File: src/rtl/ckb_pkg.sv
// Shared types and constants of the color-key, tint and alpha-blend compositor.
package ckb_pkg;

  localparam int unsigned PixW   = 24;
  localparam int unsigned ChanW  = 8;
  localparam int unsigned NChan  = 3;
  localparam int unsigned CfgIdxW = 3;

  // Configuration register indexes
  localparam logic [CfgIdxW-1:0] REG_KEY_COLOR     = 3'd0;
  localparam logic [CfgIdxW-1:0] REG_KEY_TOLERANCE = 3'd1;
  localparam logic [CfgIdxW-1:0] REG_GAIN          = 3'd2;
  localparam logic [CfgIdxW-1:0] REG_OPACITY       = 3'd3;
  localparam logic [CfgIdxW-1:0] REG_EFFECT_MODE   = 3'd4;

  // Effect selector codes; the unused code behaves as no effect
  localparam logic [1:0] EFF_NONE   = 2'd0;
  localparam logic [1:0] EFF_INVERT = 2'd1;
  localparam logic [1:0] EFF_GRAY   = 2'd2;

  localparam logic [6:0]  OPACITY_MAX = 7'd100;
  localparam logic [15:0] GAIN_UNITY  = 16'd256;

  // Gray weights in Q16, summing to 65536
  localparam logic [15:0] GRAY_W0 = 16'd19595;
  localparam logic [15:0] GRAY_W1 = 16'd38470;
  localparam logic [15:0] GRAY_W2 = 16'd7471;

  // Divide by 100: (v * 41944) >> 22 is exact for v <= 25500
  localparam logic [15:0] RECIP_100 = 16'd41944;
  localparam int unsigned RECIP_SHIFT = 22;

  typedef enum logic [1:0] {
    CLS_KEY    = 2'd0,
    CLS_INVERT = 2'd1,
    CLS_BLEND  = 2'd2
  } ckb_cls_e;

  typedef struct packed {
    logic [PixW-1:0] key_color;
    logic [8:0]      key_tolerance;  // two's complement
    logic [15:0]     gain;
    logic [6:0]      opacity;
    logic [1:0]      effect_mode;
  } ckb_cfg_t;

  typedef struct packed {
    ckb_cls_e        cls;
    logic [PixW-1:0] sprite;
    logic [PixW-1:0] backdrop;
  } ckb_req_t;

endpackage

File: src/rtl/ckb_front.sv
// Front end: accepts requests, runs the key test and classifies each pixel pair.
module ckb_front (
  input  logic              clk_i,
  input  logic              rst_ni,
  input  ckb_pkg::ckb_cfg_t cfg_i,
  input  logic              start_i,
  input  logic [23:0]       sprite_pixel_i,
  input  logic [23:0]       backdrop_pixel_i,
  output logic              busy_o,
  output logic              req_valid_o,
  output ckb_pkg::ckb_req_t req_o,
  input  logic              req_taken_i
);
  import ckb_pkg::*;

  logic              valid_q, valid_d;
  ckb_req_t          req_q;
  logic              accept;
  logic [NChan-1:0]  chan_match;
  logic              keyed;
  ckb_cls_e          cls;

  always_comb begin
    for (int i = 0; i < NChan; i++) begin
      logic [ChanW-1:0] s, k, delta;
      s     = sprite_pixel_i[i*ChanW +: ChanW];
      k     = cfg_i.key_color[i*ChanW +: ChanW];
      delta = (s >= k) ? (s - k) : (k - s);
      // negative tolerance never matches
      chan_match[i] = !cfg_i.key_tolerance[8] && (delta <= cfg_i.key_tolerance[7:0]);
    end
  end

  assign keyed = &chan_match;

  always_comb begin
    priority if (keyed) begin
      cls = CLS_KEY;
    end else if (cfg_i.effect_mode == EFF_INVERT) begin
      cls = CLS_INVERT;
    end else begin
      cls = CLS_BLEND;
    end
  end

  assign busy_o      = valid_q && !req_taken_i;
  assign accept      = start_i && !busy_o;
  assign req_valid_o = valid_q;
  assign req_o       = req_q;

  always_comb begin
    valid_d = valid_q;
    if (req_taken_i) valid_d = 1'b0;
    if (accept)      valid_d = 1'b1;
  end

  always_ff @(posedge clk_i or negedge rst_ni) begin
    if (!rst_ni) begin
      valid_q <= 1'b0;
    end else begin
      valid_q <= valid_d;
    end
  end

  always_ff @(posedge clk_i) begin
    if (accept) begin
      req_q.cls      <= cls;
      req_q.sprite   <= sprite_pixel_i;
      req_q.backdrop <= backdrop_pixel_i;
    end
  end

endmodule

File: src/rtl/ckb_queue.sv
// Two-entry request queue between the front end and the datapath.
module ckb_queue (
  input  logic              clk_i,
  input  logic              rst_ni,
  input  logic              push_valid_i,
  input  ckb_pkg::ckb_req_t push_req_i,
  output logic              push_taken_o,
  output logic              pop_valid_o,
  output ckb_pkg::ckb_req_t pop_req_o,
  input  logic              pop_ready_i
);
  import ckb_pkg::*;

  localparam int unsigned Depth = 2;
  localparam int unsigned PtrW  = $clog2(Depth);

  ckb_req_t           mem_q [Depth];
  logic [PtrW-1:0]    wptr_q, wptr_d, rptr_q, rptr_d;
  logic [PtrW:0]      count_q, count_d;
  logic               full, empty, push, pop;

  assign full  = (count_q == (PtrW+1)'(Depth));
  assign empty = (count_q == '0);
  assign pop   = !empty && pop_ready_i;
  assign push  = push_valid_i && (!full || pop);

  assign push_taken_o = push;
  assign pop_valid_o  = !empty;
  assign pop_req_o    = mem_q[rptr_q];

  always_comb begin
    wptr_d  = push ? wptr_q + 1'b1 : wptr_q;
    rptr_d  = pop  ? rptr_q + 1'b1 : rptr_q;
    count_d = count_q + (PtrW+1)'(push) - (PtrW+1)'(pop);
  end

  always_ff @(posedge clk_i or negedge rst_ni) begin
    if (!rst_ni) begin
      wptr_q  <= '0;
      rptr_q  <= '0;
      count_q <= '0;
    end else begin
      wptr_q  <= wptr_d;
      rptr_q  <= rptr_d;
      count_q <= count_d;
    end
  end

  always_ff @(posedge clk_i) begin
    if (push) mem_q[wptr_q] <= push_req_i;
  end

endmodule

File: src/rtl/ckb_back.sv
// Datapath: gain, grayscale, percent blend and output register, one pixel per clock.
module ckb_back (
  input  logic              clk_i,
  input  logic              rst_ni,
  input  ckb_pkg::ckb_cfg_t cfg_i,
  input  logic              req_valid_i,
  input  ckb_pkg::ckb_req_t req_i,
  output logic              req_ready_o,
  output logic              out_valid_o,
  output logic [23:0]       out_pixel_o
);
  import ckb_pkg::*;

  assign req_ready_o = 1'b1;

  // stage 1: gain products
  logic              v1_q;
  ckb_req_t          r1_q;
  logic [23:0]       gp1_q [NChan];
  // stage 2: saturated channels and gray products
  logic              v2_q;
  ckb_req_t          r2_q;
  logic [ChanW-1:0]  c2_q [NChan];
  logic [23:0]       wp2_q [NChan];
  // stage 3: blend sums
  logic              v3_q;
  ckb_req_t          r3_q;
  logic [14:0]       sum3_q [NChan];
  // stage 4: reciprocal products
  logic              v4_q;
  ckb_req_t          r4_q;
  logic [30:0]       q4_q [NChan];
  // output
  logic              ov_q;
  logic [PixW-1:0]   opix_q, opix_d;

  logic [15:0]       eff_gain;
  logic [15:0]       gray_w [NChan];
  logic [25:0]       gray_sum;
  logic [ChanW-1:0]  gray;
  logic [ChanW-1:0]  c2_d [NChan];

  assign eff_gain  = (cfg_i.gain == '0) ? GAIN_UNITY : cfg_i.gain;
  assign gray_w[0] = GRAY_W0;
  assign gray_w[1] = GRAY_W1;
  assign gray_w[2] = GRAY_W2;

  always_comb begin
    for (int i = 0; i < NChan; i++) begin
      c2_d[i] = (gp1_q[i][23:16] != '0) ? 8'hFF : gp1_q[i][15:8];
    end
  end

  assign gray_sum = 26'(wp2_q[0]) + 26'(wp2_q[1]) + 26'(wp2_q[2]);
  assign gray     = gray_sum[23:16];

  always_comb begin
    priority if (r4_q.cls == CLS_KEY) begin
      opix_d = r4_q.backdrop;
    end else if (r4_q.cls == CLS_INVERT) begin
      opix_d = ~r4_q.sprite;
    end else begin
      for (int i = 0; i < NChan; i++) begin
        opix_d[i*ChanW +: ChanW] = q4_q[i][RECIP_SHIFT +: ChanW];
      end
    end
  end

  always_ff @(posedge clk_i or negedge rst_ni) begin
    if (!rst_ni) begin
      v1_q <= 1'b0;
      v2_q <= 1'b0;
      v3_q <= 1'b0;
      v4_q <= 1'b0;
      ov_q <= 1'b0;
    end else begin
      v1_q <= req_valid_i;
      v2_q <= v1_q;
      v3_q <= v2_q;
      v4_q <= v3_q;
      ov_q <= v4_q;
    end
  end

  always_ff @(posedge clk_i) begin
    r1_q <= req_i;
    r2_q <= r1_q;
    r3_q <= r2_q;
    r4_q <= r3_q;
    for (int i = 0; i < NChan; i++) begin
      logic [ChanW-1:0] cc;
      cc = (cfg_i.effect_mode == EFF_GRAY) ? gray : c2_q[i];
      gp1_q[i]  <= 24'(req_i.sprite[i*ChanW +: ChanW]) * 24'(eff_gain);
      c2_q[i]   <= c2_d[i];
      wp2_q[i]  <= 24'(c2_d[i]) * 24'(gray_w[i]);
      sum3_q[i] <= 15'(cc) * 15'(cfg_i.opacity)
                 + 15'(r2_q.backdrop[i*ChanW +: ChanW]) * 15'(OPACITY_MAX - cfg_i.opacity);
      q4_q[i]   <= 31'(sum3_q[i]) * 31'(RECIP_100);
    end
    opix_q <= opix_d;
  end

  assign out_valid_o = ov_q;
  assign out_pixel_o = opix_q;

endmodule

File: src/rtl/color_key_tint_alpha_blend.sv
// Top level of the color-key, tint and alpha-blend pixel compositor.
//
// Usage: drive start_i with a sprite pixel and the backdrop pixel beneath
// it; the request is taken at a rising edge where start_i is high and
// busy_o is low. Channel 0 sits in bits 7:0 of every pixel.
// One composited pixel comes back on out_pixel_o, marked by out_valid_o
// for exactly one cycle, in request order; the receiver cannot stall it.
// Each result passes the front register, queue slot, four datapath stages
// and output register before its strobe shows.
// Throughput: one pixel per clock, set by the fully pipelined datapath;
// the datapath never stalls, so the two-entry queue never fills and
// busy_o stays low in steady streaming.
// Configuration: write cfg_we_i/cfg_idx_i/cfg_wdata_i only while no
// request is in flight. Registers: 0 key color, 1 key tolerance (9-bit
// signed, negative never keys), 2 gain Q8.8, 3 opacity in percent
// (bits 6:0 above 100 hold 100), 4 effect mode (0 none, 1 invert, 2 gray).
// Reset: clears the pipeline and loads key 0, tolerance 0, gain 256,
// opacity 100 and no effect.
module color_key_tint_alpha_blend (
  input  logic        clk_i,
  input  logic        rst_ni,
  input  logic        cfg_we_i,
  input  logic [2:0]  cfg_idx_i,
  input  logic [23:0] cfg_wdata_i,
  input  logic        start_i,
  input  logic [23:0] sprite_pixel_i,
  input  logic [23:0] backdrop_pixel_i,
  output logic        busy_o,
  output logic        out_valid_o,
  output logic [23:0] out_pixel_o
);
  import ckb_pkg::*;

  ckb_cfg_t cfg_q, cfg_d;

  logic     front_valid, front_taken;
  ckb_req_t front_req;
  logic     q_valid, back_ready;
  ckb_req_t q_req;

  // Register writes; opacity bits 6:0 saturate at 100, unused indexes are dropped.
  always_comb begin
    cfg_d = cfg_q;
    if (cfg_we_i) begin
      unique case (cfg_idx_i)
        REG_KEY_COLOR:     cfg_d.key_color     = cfg_wdata_i;
        REG_KEY_TOLERANCE: cfg_d.key_tolerance = cfg_wdata_i[8:0];
        REG_GAIN:          cfg_d.gain          = cfg_wdata_i[15:0];
        REG_OPACITY: begin
          cfg_d.opacity = (cfg_wdata_i[6:0] > OPACITY_MAX) ? OPACITY_MAX : cfg_wdata_i[6:0];
        end
        REG_EFFECT_MODE:   cfg_d.effect_mode   = cfg_wdata_i[1:0];
        default: ;
      endcase
    end
  end

  always_ff @(posedge clk_i or negedge rst_ni) begin
    if (!rst_ni) begin
      cfg_q.key_color     <= '0;
      cfg_q.key_tolerance <= '0;
      cfg_q.gain          <= GAIN_UNITY;
      cfg_q.opacity       <= OPACITY_MAX;
      cfg_q.effect_mode   <= EFF_NONE;
    end else begin
      cfg_q <= cfg_d;
    end
  end

  // Front end: take the request and classify it (keyed, inverted, blended).
  ckb_front u_front (
    .clk_i            (clk_i),
    .rst_ni           (rst_ni),
    .cfg_i            (cfg_q),
    .start_i          (start_i),
    .sprite_pixel_i   (sprite_pixel_i),
    .backdrop_pixel_i (backdrop_pixel_i),
    .busy_o           (busy_o),
    .req_valid_o      (front_valid),
    .req_o            (front_req),
    .req_taken_i      (front_taken)
  );

  // Hold classified requests until the datapath takes them.
  ckb_queue u_queue (
    .clk_i        (clk_i),
    .rst_ni       (rst_ni),
    .push_valid_i (front_valid),
    .push_req_i   (front_req),
    .push_taken_o (front_taken),
    .pop_valid_o  (q_valid),
    .pop_req_o    (q_req),
    .pop_ready_i  (back_ready)
  );

  // Datapath: advance one pixel per clock through gain, gray and blend.
  ckb_back u_back (
    .clk_i       (clk_i),
    .rst_ni      (rst_ni),
    .cfg_i       (cfg_q),
    .req_valid_i (q_valid),
    .req_i       (q_req),
    .req_ready_o (back_ready),
    .out_valid_o (out_valid_o),
    .out_pixel_o (out_pixel_o)
  );

endmodule

File: config.mk
export PLATFORM = sky130hd
export DESIGN_NAME = color_key_tint_alpha_blend
export DESIGN_NICKNAME = d
export VERILOG_FILES = /design/src/rtl/ckb_pkg.sv /design/src/rtl/ckb_front.sv /design/src/rtl/ckb_queue.sv /design/src/rtl/ckb_back.sv /design/src/rtl/color_key_tint_alpha_blend.sv
export SDC_FILE = /design/constraint.sdc
export NUM_CORES = 2
export LEC_CHECK = 0
export BUFFER_PORTS_ARGS = -buffer_cell sky130_fd_sc_hd__buf_4
export CORE_ASPECT_RATIO = 0.5
export CORE_MARGIN = 4
export CORE_UTILIZATION = 50
export DETAILED_ROUTE_END_ITERATION = 16
export PLACE_DENSITY = 0.72
export SKIP_CTS_REPAIR_TIMING = 1
export SYNTH_ARGS = -nofsm -noshare
export SYNTH_HDL_FRONTEND = slang
export SYNTH_SLANG_ARGS = --single-unit
File: constraint.sdc
create_clock -name clk_i -period 15.5 [get_ports clk_i]
set_clock_uncertainty 0.05 [all_clocks]
set_input_delay 3.1 -clock clk_i [delete_from_list [all_inputs] [get_ports clk_i]]
set_output_delay 3.1 -clock clk_i [all_outputs]
set_load 0.05 [all_outputs]
==> results.txt <==
Status: complete, but fails checks
Failing checks: capacitance limit
Number of global-route vias before repair: 42200
Adder-Cell Fraction of Synth Area: 0.461
I/O Pins: 105
Fillcell total: 10036
Pin count of the biggest net entering global routing: 69
Number of setup violations in the final report: 0
Clk root buf: clkbuf_16
Core Region: 118000 um^2
Chip height: 252 um
Reg-to-reg startpoint: u_back.wp2_q[0][2]$_DFF_P_
Area after DPL: 62200 um^2
Crit share post-route: 0.572
Initial antenna violation count: 3
Post-Syn Nets: 7493
Final min period: 8.87 ns
Max Cap Viol: 1
Area delta synth->final: 7.82%
Largest family of logic cells by synthesized area: adder cells
Die area: 125000 um^2
Unique cell type count in the Yosys netlist: 76
RSZ-0062 raised after global routing: false
Fmax: 0.113 GHz
Post-synthesis xor/xnor area fraction: 0.0311
Share of the synthesized area in the top cell type: 0.286
Slowest stage delay, CP: 0.61 ns
Crit-path most repeated cell: fa_1
Register area share after synthesis: 0.248
CTS tree: yes
Depth of the most critical reg-to-reg path: 32
Yosys warning count: 0
Flops & latches, synth: 647
Crit path capture type: register
Max H-tree Level: 2
First-pass detailed-route iteration total: 5
Remaining global-route overflow: 0
Worst path required time: 16.03 ns
Cts bufs inserted: 60
Final hold vios: 0
DP HPWL: 105000 um
Nets: 7549
DR DRC count: 0
Hold Path Origin: u_back.r2_q[45]$_DFF_P_
Per-cell routed wire length: 17.7 um
Hold Path Stages: 0
Post-synthesis mux area share: 0.0219
Layout cells sized above 1: 0.0655
Initial core utilization: 0.505
Initial DRC count: 2092
Post-Syn Area per Cell: 10.4 um^2
Port Buf Inserts: 103
GRT Overall Usage: 0.215
Most common cell in the synthesized netlist: inv_1
Max-slew headroom: 0.00561
Clock buffer depth: 3
Clock sinks: 647
Compound-Gate Fraction of Synth Area: 0.0483
Asr flop ratio synth: 0.105
Crit path kind: reg -> reg
Die width: 497 um
Final instance area: 64400 um^2
DR vias: 38359
Post-synth EDFFs: 150
Mapped Area: 59700 um^2
Latest clock arrival within the worst-skew pair: 0.68 ns
Reg2reg end: u_back.sum3_q[0][13]$_DFF_P_
Worst R2R Setup Slack: 6.63 ns
Crit path DAT: 9.39 ns
Wire length of the first global-routing pass: 216000 um
Total Routed Length: 132000 um
Main flop type after synthesis: dfxtp_1
Post-synth top cells: inv_1, fa_1, ha_1
Simple-gate share of the synthesized area: 0.104
Slew Limit Fails: 0
Crit-path max FO: 21
Worst-case hold slack: 0.266 ns
Hold Crit Class: reg -> reg
Worst Hold Endpoint: u_back.r3_q[45]$_DFF_P_
Crit path max-delay cell type: nand2_1
Post-DRT Antenna Nets: 0
Row cnt: 89
Mapped Cells: 5726
Clk slew on worst S/H paths: 0.07 ns
GPL Wtd Cong: 0.905
CP startpoint kind: register
Worst-Margin Slew: 1.45 ns
Main area contributors after synthesis: fa_1, ha_1, dfxtp_1
Setup TNS: 0 ns
Post-synth top area cell: fa_1
Vias per inst: 5.16
==> registers in the layout, summed over array words and instances, names as in the netlist, 2 cells and up <==
register / flops
u_back.r1_q: 50
u_back.r3_q: 50
u_back.q4_q: 24
u_back.r2_q: 50
cfg_q: 58
u_front.req_o: 50
u_back.out_pixel_o: 24
u_back.r4_q: 50
u_back.wp2_q: 64
u_queue.count_q: 2
u_back.c2_q: 24
u_queue.mem_q: 100
u_back.gp1_q: 48
u_back.sum3_q: 45
==> worst max path at each step <==
stage                                          start                            to  cells after the start  slack [ns]
final                     u_back.wp2_q[0][2]$_DFF_P_  u_back.sum3_q[0][13]$_DFF_P_                     32        6.63
after global routing      u_back.wp2_q[0][8]$_DFF_P_  u_back.sum3_q[0][13]$_DFF_P_                     32        6.11
after detailed placement  u_back.wp2_q[0][2]$_DFF_P_  u_back.sum3_q[0][13]$_DFF_P_                     32        6.78
after global placement    u_back.wp2_q[0][8]$_DFF_P_  u_back.sum3_q[0][29]$_DFF_P_                     33        7.07
after floorplan           u_back.wp2_q[0][2]$_DFF_P_  u_back.sum3_q[0][28]$_DFF_P_                     31        7.87
after CTS                 u_back.wp2_q[0][2]$_DFF_P_  u_back.sum3_q[0][13]$_DFF_P_                     32        6.66
==> logic make-up (layout without fill, tap and decap cells) <==
group | Yosys count | after routing
AOI/OAI and AO/OA | 448 | 448
xor gates and xnor gates | 212 | 212
adders and majority gates | 1688 | 1688
buffers and inverters | 1370 | 1478
DFF | 647 | 647
muxes | 120 | 120
other | 1 | 2
and+or+nand+nor | 1240 | 1240
==> worst max-delay path, delay by kind of cell (launching register included) <==
family	cells	cell delay (ns)
adder cells (fa/ha/maj)	9	4.09
AO/OA/AOI/OAI	13	2.63
AND/OR/NAND/NOR	5	1.24
flip-flops	1	0.32
XOR/XNOR	2	0.28
buffers and inverters	3	0.14
==> routing by layer <==
layer	GRT usage	part of all wire	vias up
met5	0	0.00011	-
met4	0.0693	0.032	2
met3	0.0378	0.057	257
met2	0.370	0.49	917
met1	0.277	0.43	19235
li1	-	-	17948
==> through the flow <==
| stage | utilization | instances | setup slack, ns |
|---|---|---|---|
| 4_1_cts | 0.544 | 7426 | 6.66 |
| 2_1_floorplan | - | 5726 | 7.87 |
| 6_report | 0.544 | 7427 | 6.63 |
| 3_5_place_dp | 0.526 | 7312 | 6.78 |
| 5_1_grt | 0.544 | 7426 | 6.11 |
| 3_3_place_gp | 0.526 | 7312 | 7.07 |
==> layout by cell type, fill, tap and decap left out, drive strengths merged, types with 85 or more instances in the layout <==
| cell | Yosys | final |
|---|---|---|
| a21oi | 107 | 107 |
| and2 | 368 | 368 |
| buf | 12 | 136 |
| dfxtp | 429 | 429 |
| edfxtp | 150 | 150 |
| fa | 853 | 853 |
| ha | 835 | 835 |
| inv | 1228 | 1241 |
| mux2 | 85 | 85 |
| nand2 | 464 | 464 |
| nor2 | 137 | 137 |
| o21ai | 137 | 137 |
| xnor2 | 160 | 160 |
==> area by class of cell <==
| class | count | area [um^2] | share of cell area |
|---|---|---|---|
| Inverter | 1228 | 4610 | 0.0716 |
| Sequential cell | 647 | 14800 | 0.230 |
| Antenna cell | 1 | 2.50 | 0.0000389 |
| Timing Repair Buffer | 136 | 1020 | 0.0159 |
| Multi-Input combinational cell | 3709 | 39800 | 0.618 |
| Clock buffer | 79 | 1790 | 0.0278 |
| Clock inverter | 35 | 387 | 0.00601 |
| Tap cell | 1592 | 1990 | 0.0309 |
Power is left out: the tool's default activity adds up to more than one toggle a clock period on the data nets, which glitch-free logic cannot reach.
